**src/rtl/core/hss_pkg.sv**
```systemverilog
// ----------------------------------------------------------------------------
// Humidity sensor sequencer package
// Shared phase type, event codes, command bytes and the result bundle.
// ----------------------------------------------------------------------------
package hss_pkg;

  typedef enum logic [2:0] {
    PH_RST     = 3'd0,
    PH_CAL     = 3'd1,
    PH_CAL_STA = 3'd2,
    PH_TRG     = 3'd3,
    PH_TRG_STA = 3'd4,
    PH_READ    = 3'd5,
    PH_IDLE    = 3'd6,
    PH_ERR     = 3'd7
  } phase_t;

  localparam logic [1:0] OP_START = 2'd0;
  localparam logic [1:0] OP_READ  = 2'd1;
  localparam logic [1:0] OP_DONE  = 2'd2;

  localparam logic [1:0] ERR_NONE   = 2'd0;
  localparam logic [1:0] ERR_NO_ACK = 2'd1;
  localparam logic [1:0] ERR_CAL    = 2'd2;

  localparam logic [7:0] CMD_SOFT_RST = 8'hBA;
  localparam logic [7:0] CMD_CAL      = 8'hE1;
  localparam logic [7:0] CMD_CAL_ARG  = 8'h08;
  localparam logic [7:0] CMD_TRG      = 8'hAC;
  localparam logic [7:0] CMD_TRG_ARG  = 8'h33;

  localparam int STS_BUSY_BIT = 7;
  localparam int STS_CAL_BIT  = 3;

  localparam logic [9:0] SCALE = 10'd625;

  localparam int HUM_W  = 14;
  localparam int TEMP_W = 15;
  localparam int RAW_W  = 20;

  typedef struct packed {
    logic       issue_transfer;
    logic [1:0] wr_len;
    logic [2:0] rd_len;
    logic [7:0] cmd_first;
    logic [7:0] cmd_second;
    logic [7:0] cmd_third;
    logic       new_data;
    logic [1:0] error_code;
    phase_t     phase;
  } ctrl_res_t;

endpackage

```
**src/rtl/core/hss_ctrl.sv**
```systemverilog
// ----------------------------------------------------------------------------
// Humidity sensor sequencer control
// Phase and error registers with the next-phase and transfer selection.
// ----------------------------------------------------------------------------
module hss_ctrl (
  input  logic              clk,
  input  logic              rst,
  input  logic              advance,
  input  logic [1:0]        op,
  input  logic              success,
  input  logic [7:0]        status_byte,
  output logic              load_results,
  output hss_pkg::ctrl_res_t res
);

  hss_pkg::phase_t phase, phase_next;
  logic [1:0]      error, error_next;
  logic            act;

  always_ff @(posedge clk) begin
    if (rst) begin
      phase <= hss_pkg::PH_ERR;
      error <= hss_pkg::ERR_NONE;
    end else if (advance) begin
      phase <= phase_next;
      error <= error_next;
    end
  end

  always_comb begin
    phase_next   = phase;
    error_next   = error;
    act          = 1'b0;
    load_results = 1'b0;
    case (op)
      hss_pkg::OP_START: begin
        error_next = hss_pkg::ERR_NONE;
        phase_next = hss_pkg::PH_RST;
        act        = 1'b1;
      end
      hss_pkg::OP_READ: begin
        if (phase == hss_pkg::PH_IDLE) begin
          phase_next = hss_pkg::PH_TRG;
          act        = 1'b1;
        end
      end
      hss_pkg::OP_DONE: begin
        if (!success) begin
          error_next = hss_pkg::ERR_NO_ACK;
          phase_next = hss_pkg::PH_ERR;
        end else begin
          case (phase)
            hss_pkg::PH_RST: begin
              phase_next = hss_pkg::PH_CAL;
              act        = 1'b1;
            end
            hss_pkg::PH_CAL: begin
              phase_next = hss_pkg::PH_CAL_STA;
              act        = 1'b1;
            end
            hss_pkg::PH_CAL_STA: begin
              if (status_byte[hss_pkg::STS_BUSY_BIT]) begin
                phase_next = hss_pkg::PH_CAL_STA;
                act        = 1'b1;
              end else if (status_byte[hss_pkg::STS_CAL_BIT]) begin
                phase_next = hss_pkg::PH_TRG;
                act        = 1'b1;
              end else begin
                error_next = hss_pkg::ERR_CAL;
                phase_next = hss_pkg::PH_ERR;
              end
            end
            hss_pkg::PH_TRG: begin
              phase_next = hss_pkg::PH_TRG_STA;
              act        = 1'b1;
            end
            hss_pkg::PH_TRG_STA: begin
              phase_next = status_byte[hss_pkg::STS_BUSY_BIT] ?
                           hss_pkg::PH_TRG_STA : hss_pkg::PH_READ;
              act        = 1'b1;
            end
            hss_pkg::PH_READ: begin
              phase_next   = hss_pkg::PH_IDLE;
              load_results = 1'b1;
            end
            default: begin
              phase_next = phase;
            end
          endcase
        end
      end
      default: begin
        phase_next = phase;
      end
    endcase

    res                = '0;
    res.new_data       = (op == hss_pkg::OP_DONE) && (phase_next == hss_pkg::PH_IDLE);
    res.error_code     = error_next;
    res.phase          = phase_next;
    if (act) begin
      case (phase_next)
        hss_pkg::PH_RST: begin
          res.issue_transfer = 1'b1;
          res.wr_len         = 2'd1;
          res.cmd_first      = hss_pkg::CMD_SOFT_RST;
        end
        hss_pkg::PH_CAL: begin
          res.issue_transfer = 1'b1;
          res.wr_len         = 2'd3;
          res.cmd_first      = hss_pkg::CMD_CAL;
          res.cmd_second     = hss_pkg::CMD_CAL_ARG;
        end
        hss_pkg::PH_CAL_STA, hss_pkg::PH_TRG_STA: begin
          res.issue_transfer = 1'b1;
          res.rd_len         = 3'd1;
        end
        hss_pkg::PH_TRG: begin
          res.issue_transfer = 1'b1;
          res.wr_len         = 2'd3;
          res.cmd_first      = hss_pkg::CMD_TRG;
          res.cmd_second     = hss_pkg::CMD_TRG_ARG;
        end
        hss_pkg::PH_READ: begin
          res.issue_transfer = 1'b1;
          res.rd_len         = 3'd6;
        end
        default: begin
          res.issue_transfer = 1'b0;
        end
      endcase
    end
  end

endmodule

```
**src/rtl/core/hss_conv.sv**
```systemverilog
// ----------------------------------------------------------------------------
// Humidity sensor sequencer conversion
// Scales the raw 20-bit readings and holds the stored results.
// ----------------------------------------------------------------------------
module hss_conv (
  input  logic                       clk,
  input  logic                       rst,
  input  logic                       load,
  input  logic [7:0]                 data_byte1,
  input  logic [7:0]                 data_byte2,
  input  logic [7:0]                 data_byte3,
  input  logic [7:0]                 data_byte4,
  input  logic [7:0]                 data_byte5,
  output logic [hss_pkg::HUM_W-1:0]  humidity,
  output logic [hss_pkg::TEMP_W-1:0] temperature
);

  logic [hss_pkg::RAW_W-1:0]    raw_hum, raw_temp;
  logic [hss_pkg::RAW_W+9:0]    prod_hum, prod_temp;
  logic [hss_pkg::HUM_W-1:0]    hum_calc, hum_stored;
  logic [hss_pkg::TEMP_W-1:0]   temp_calc, temp_stored;

  assign raw_hum   = {data_byte1, data_byte2, data_byte3[7:4]};
  assign raw_temp  = {data_byte3[3:0], data_byte4, data_byte5};
  assign prod_hum  = raw_hum * hss_pkg::SCALE;
  assign prod_temp = raw_temp * hss_pkg::SCALE;
  assign hum_calc  = prod_hum[16 +: hss_pkg::HUM_W];
  assign temp_calc = prod_temp[15 +: hss_pkg::TEMP_W];

  always_ff @(posedge clk) begin
    if (rst) begin
      hum_stored  <= '0;
      temp_stored <= '0;
    end else if (load) begin
      hum_stored  <= hum_calc;
      temp_stored <= temp_calc;
    end
  end

  assign humidity    = load ? hum_calc : hum_stored;
  assign temperature = load ? temp_calc : temp_stored;

endmodule

```
**src/rtl/core/humidity_sensor_sequencer.sv**
```systemverilog
// ----------------------------------------------------------------------------
// Humidity sensor sequencer
// Steps a humidity/temperature sensor through reset, calibration, trigger,
// status polling and data read, one event item to one result item.
//
// Channel  Dir  Fields (lowest bit first)
// s_*      in   tuser: op[1:0]; tdata: success, status_byte, data_byte1..5
// m_*      out  tdata: issue_transfer, wr_len, rd_len, cmd_first,
//               cmd_second, cmd_third, new_data, error_code, humidity,
//               temperature, phase
//
// An item is held in the input register and leaves through the output
// register; one item is taken per cycle while the output is not stalled.
// The phase and error registers update when an item moves from the input
// register to the output register. A stalled output holds the result and,
// once the input register is full, stalls the input. Reset puts the phase
// in error until a start item arrives.
// ----------------------------------------------------------------------------
module humidity_sensor_sequencer (
  input  logic        clk,
  input  logic        rst,
  input  logic        s_tvalid,
  output logic        s_tready,
  input  logic [55:0] s_tdata,  // success, status_byte, data_byte1..5, zero pad
  input  logic [1:0]  s_tuser,  // op
  output logic        m_tvalid,
  input  logic        m_tready,
  output logic [71:0] m_tdata   // issue_transfer, wr_len, rd_len,
                                // cmd_first, cmd_second, cmd_third, new_data,
                                // error_code, humidity, temperature, phase, pad
);

  logic                       in_vld;
  logic [1:0]                 in_op;
  logic [48:0]                in_data;
  logic                       advance;
  logic                       load_results;
  hss_pkg::ctrl_res_t         res;
  logic [hss_pkg::HUM_W-1:0]  humidity;
  logic [hss_pkg::TEMP_W-1:0] temperature;
  logic                       out_vld;
  logic [64:0]                out_data;

  assign advance  = in_vld && (!out_vld || m_tready);
  assign s_tready = !in_vld || advance;

  always_ff @(posedge clk) begin
    if (rst) begin
      in_vld <= 1'b0;
    end else if (s_tready) begin
      in_vld <= s_tvalid;
    end
  end

  always_ff @(posedge clk) begin
    if (s_tready && s_tvalid) begin
      in_op   <= s_tuser;
      in_data <= s_tdata[48:0];
    end
  end

  hss_ctrl u_ctrl (
    .clk          (clk),
    .rst          (rst),
    .advance      (advance),
    .op           (in_op),
    .success      (in_data[0]),
    .status_byte  (in_data[8:1]),
    .load_results (load_results),
    .res          (res)
  );

  hss_conv u_conv (
    .clk         (clk),
    .rst         (rst),
    .load        (advance && load_results),
    .data_byte1  (in_data[16:9]),
    .data_byte2  (in_data[24:17]),
    .data_byte3  (in_data[32:25]),
    .data_byte4  (in_data[40:33]),
    .data_byte5  (in_data[48:41]),
    .humidity    (humidity),
    .temperature (temperature)
  );

  always_ff @(posedge clk) begin
    if (rst) begin
      out_vld <= 1'b0;
    end else if (advance) begin
      out_vld <= 1'b1;
    end else if (m_tready) begin
      out_vld <= 1'b0;
    end
  end

  always_ff @(posedge clk) begin
    if (advance) begin
      out_data <= {res.phase, temperature, humidity, res.error_code, res.new_data,
                   res.cmd_third, res.cmd_second, res.cmd_first, res.rd_len,
                   res.wr_len, res.issue_transfer};
    end
  end

  assign m_tvalid = out_vld;
  assign m_tdata  = {7'd0, out_data};

endmodule

```
**config.mk**
```make
export PLATFORM = sky130hd
export DESIGN_NAME = humidity_sensor_sequencer
export DESIGN_NICKNAME = d
export VERILOG_FILES = /design/src/rtl/core/hss_pkg.sv /design/src/rtl/core/hss_ctrl.sv /design/src/rtl/core/hss_conv.sv /design/src/rtl/core/humidity_sensor_sequencer.sv
export SDC_FILE = /design/constraint.sdc
export NUM_CORES = 1
export LEC_CHECK = 0
export BUFFER_PORTS_ARGS = -buffer_cell sky130_fd_sc_hd__buf_2
export CAP_MARGIN = 25
export CELL_PAD_IN_SITES_DETAIL_PLACEMENT = 1
export CELL_PAD_IN_SITES_GLOBAL_PLACEMENT = 1
export CORE_ASPECT_RATIO = 1.75
export CORE_UTILIZATION = 43
export DETAILED_ROUTE_END_ITERATION = 12
export PLACE_DENSITY_LB_ADDON = 0.1
export SETUP_SLACK_MARGIN = 0.3
export SYNTH_ARGS = -nofsm -noshare
export SYNTH_HDL_FRONTEND = slang
export SYNTH_HIERARCHICAL = 1
export SYNTH_SLANG_ARGS = --single-unit
```
**constraint.sdc**
```tcl
create_clock -name clk -period 4.4 [get_ports clk]
set_clock_uncertainty 0.15 [all_clocks]
set_input_delay 0.88 -clock clk [delete_from_list [all_inputs] [get_ports clk]]
set_output_delay 0.88 -clock clk [all_outputs]
set_load 0.05 [all_outputs]
```
==> flow_summary_export.csv <==
group,metric,value,unit
die,core.rowCount,80,
worst_setup_path,critical_path_arrival,4.80,ns
clocking,cts.sinks,146,
clocking,clk_pin_slew,0.07,ns
cells_and_area,syn2layout_area_growth,37.13,%
placement,globalplace.congestion,0.8230,
worst_setup_path,worst_setup_path_end_kind,"register",
die,die-area,28380,um^2
grt,grt_usage,0.2513,
placement,port_buffers,115,
placement,dpl.cell_count,1759,
logic_synthesis,yosysWarnings,6,
timing,grt_setup_unrepaired,"true",
routing,drc,0,
hold_path,hp-class,"reg -> reg",
grt,first_global_vias,10420,
clocking,clk_path_buf_depth,2,
hold_path,hp-start,"u_conv/temp_stored[1]",
worst_setup_path,r2r.worst_path.cells,18,
clocking,cts-root-buf,"clkbuf_16",
grt,grt_max_degree,46,
die,die_w,127.8,um
hold_path,hold_end,"u_conv/temp_stored[1]",
timing,fin_setup_tns,-10.36,ns
power_and_ir_drop,power_leakage,0.007548,uW
grt,grt_antenna_before_repair,0,
logic_synthesis,synth.avg_cell_area,10.38,um^2
cells_and_area,fin_util,0.5995,
routing,totalWireLength,35.70,mm
placement,hpwlAfterDp,27.00,mm
flow_run,cap_violations,0,
timing,drv_slew,0,
cells_and_area,final_nets,1773,
worst_setup_path,timing.rr.end,"out_data[35]",
routing,vias,9536,
routing,ant_nets,0,
worst_setup_path,cp_max_fo,3,
clocking,cts_tree,"done",
power_and_ir_drop,ir_worst_vdd,0.0004045,V
worst_setup_path,r2r_setup_slack,-0.36,ns
worst_setup_path,crit_type,"reg -> reg",
die,core-area,27230,um^2
timing,period_needed,4.759,ns
cells_and_area,regArea,4024,um^2
die,fp.dieH,222.1,um
grt,grt_pass1_wl,53.42,mm
grt,gr-total-overflow,0,
worst_setup_path,critPathLaunchType,"register",
power_and_ir_drop,power.density,714.9,nW/um^2
cells_and_area,multi_input_area,8110,um^2
clocking,cts.hold.buffers_added,0,
timing,fin_ws,-0.3586,ns
die,start_util,0.4372,
worst_setup_path,critPathRequiredTime,4.44,ns
timing,tightest_slew,0.6944,ns
cells_and_area,nFillCells,2965,
status,violations,"setup timing",
cells_and_area,stdcell_count,1841,
timing,finalCritPeriodShare,1.082,
timing,slew_headroom,0.5371,
cells_and_area,drive_above_1_share,0.4178,
clocking,cts-htree-levels,4,
timing,final_hold_viol_count,0,
logic_synthesis,syn-instance-count,1147,
worst_setup_path,r2r_start,"in_data[19]",
status,outcome,"complete, but fails checks",
routing,viasPerCell,5.180,
hold_path,hold_depth,2,
routing,dr.pass1.iters,4,
logic_synthesis,syn_area,11900,um^2
cells_and_area,diodes,0,
clocking,cts_buffers,17,
clocking,clk_latency,0.45,ns
die,io_pins,136,
timing,max_clock_freq,210.1,MHz
routing,drt-initial-drc-count,390,
routing,wl_per_cell,19.39,um
timing,finalSetupViolCount,54,
## power breakdown
group	leakage, uW	internal, uW	switching [uW]
sequential	0.00136	1550	42.0
combinational	0.00592	4290	4370
clock	0.000276	749	674
## worst max path at each step
stage | startpoint | end | slack, ns | depth (start not counted)
floorplan | in_data[34] | out_data[52] | -0.008 | 16
global placement | in_data[19] | u_conv/hum_stored[13] | -0.26 | 19
detailed placement | in_data[36] | out_data[55] | -0.34 | 16
CTS | in_data[19] | u_conv/hum_stored[13] | -0.29 | 19
global route | in_data[18] | out_data[43] | -0.51 | 20
finish | in_data[19] | out_data[35] | -0.36 | 18
## sequential cells by signal, summed over array words and instances, names as in the netlist
name and count:
out_data 65, u_ctrl/error 2, u_conv/temp_stored 15, in_data 43
u_ctrl/phase 3, m_tvalid 1, u_conv/hum_stored 14, in_op 2
in_vld 1
## repair_timing
| action | CTS | global route |
|---|---|---|
| endpoints found under the setup margin | 58 | 58 |
| buffers inserted | 23 | 27 |
| resized for setup | 106 | 87 |
| pin swaps | 59 | 81 |
## final cells by class
class                      instances  area share
inverter                         239     0.05519
clock buffer                      18     0.02629
sequential                       146      0.2465
tap                              369     0.02829
multi-input combinational        730      0.4969
timing repair buffer             325      0.1388
clock inverter                    14    0.007972
## worst max-delay path: stages, from the launching register on
cell,delay [ns]
edfxtp_1,0.40
inv_2,0.08
buf_6,0.12
fa_1,0.50
inv_2,0.05
ha_4,0.26
fa_1,0.42
ha_1,0.30
fa_1,0.54
ha_4,0.23
a21o_1,0.21
a21o_1,0.18
a211oi_2,0.20
buf_4,0.17
buf_6,0.12
o21a_4,0.16
buf_12,0.11
xor2_4,0.18
o21ai_2,0.11
## stage by stage
step                area, um^2  hold WS, ns  total power (uW)  setup WS, ns
floorplan                12600       0.2940              5592     -0.007682
CTS                      15690       0.3326             10620       -0.2921
finish                   16320       0.3324             11670       -0.3586
global placement         14510       0.3075              7956       -0.2624
global route             16320       0.3613             12410       -0.5060
detailed placement       14510       0.3230              8148       -0.3353
## layer usage
layer	up-vias	share of wire	wire (um)	global-route usage
li1	4503	-	-	-
met1	4785	0.32	11430	0.2231
met2	157	0.61	21790	0.5200
met3	91	0.017	621	0.03234
met4	0	0.052	1858	0.1359
met5	-	0	0	0
## layout by cell type, fill, tap and decap left out, types with 6 or more instances in the layout
| master | n |
|---|---|
| a211oi_2 | 6 |
| ha_1 | 113 |
| o21a_1 | 9 |
| a21o_1 | 13 |
| buf_2 | 115 |
| ha_4 | 46 |
| a31oi_1 | 6 |
| or3_4 | 6 |
| nand3_1 | 13 |
| nor3_1 | 13 |
| inv_2 | 58 |
| conb_1 | 18 |
| nor2_1 | 24 |
| inv_1 | 179 |
| nand4_1 | 10 |
| and2_1 | 6 |
| dfxtp_1 | 36 |
| nand2_2 | 7 |
| fa_1 | 88 |
| and3_1 | 6 |
| a21oi_2 | 25 |
| o21ai_0 | 17 |
| nand2_1 | 68 |
| nand2b_1 | 6 |
| buf_4 | 182 |
| o21ai_1 | 13 |
| nand3_2 | 6 |
| a21oi_1 | 38 |
| clkbuf_16 | 17 |
| o21ai_4 | 6 |
| buf_6 | 27 |
| edfxtp_1 | 110 |
(Power assumes the default switching activity.)
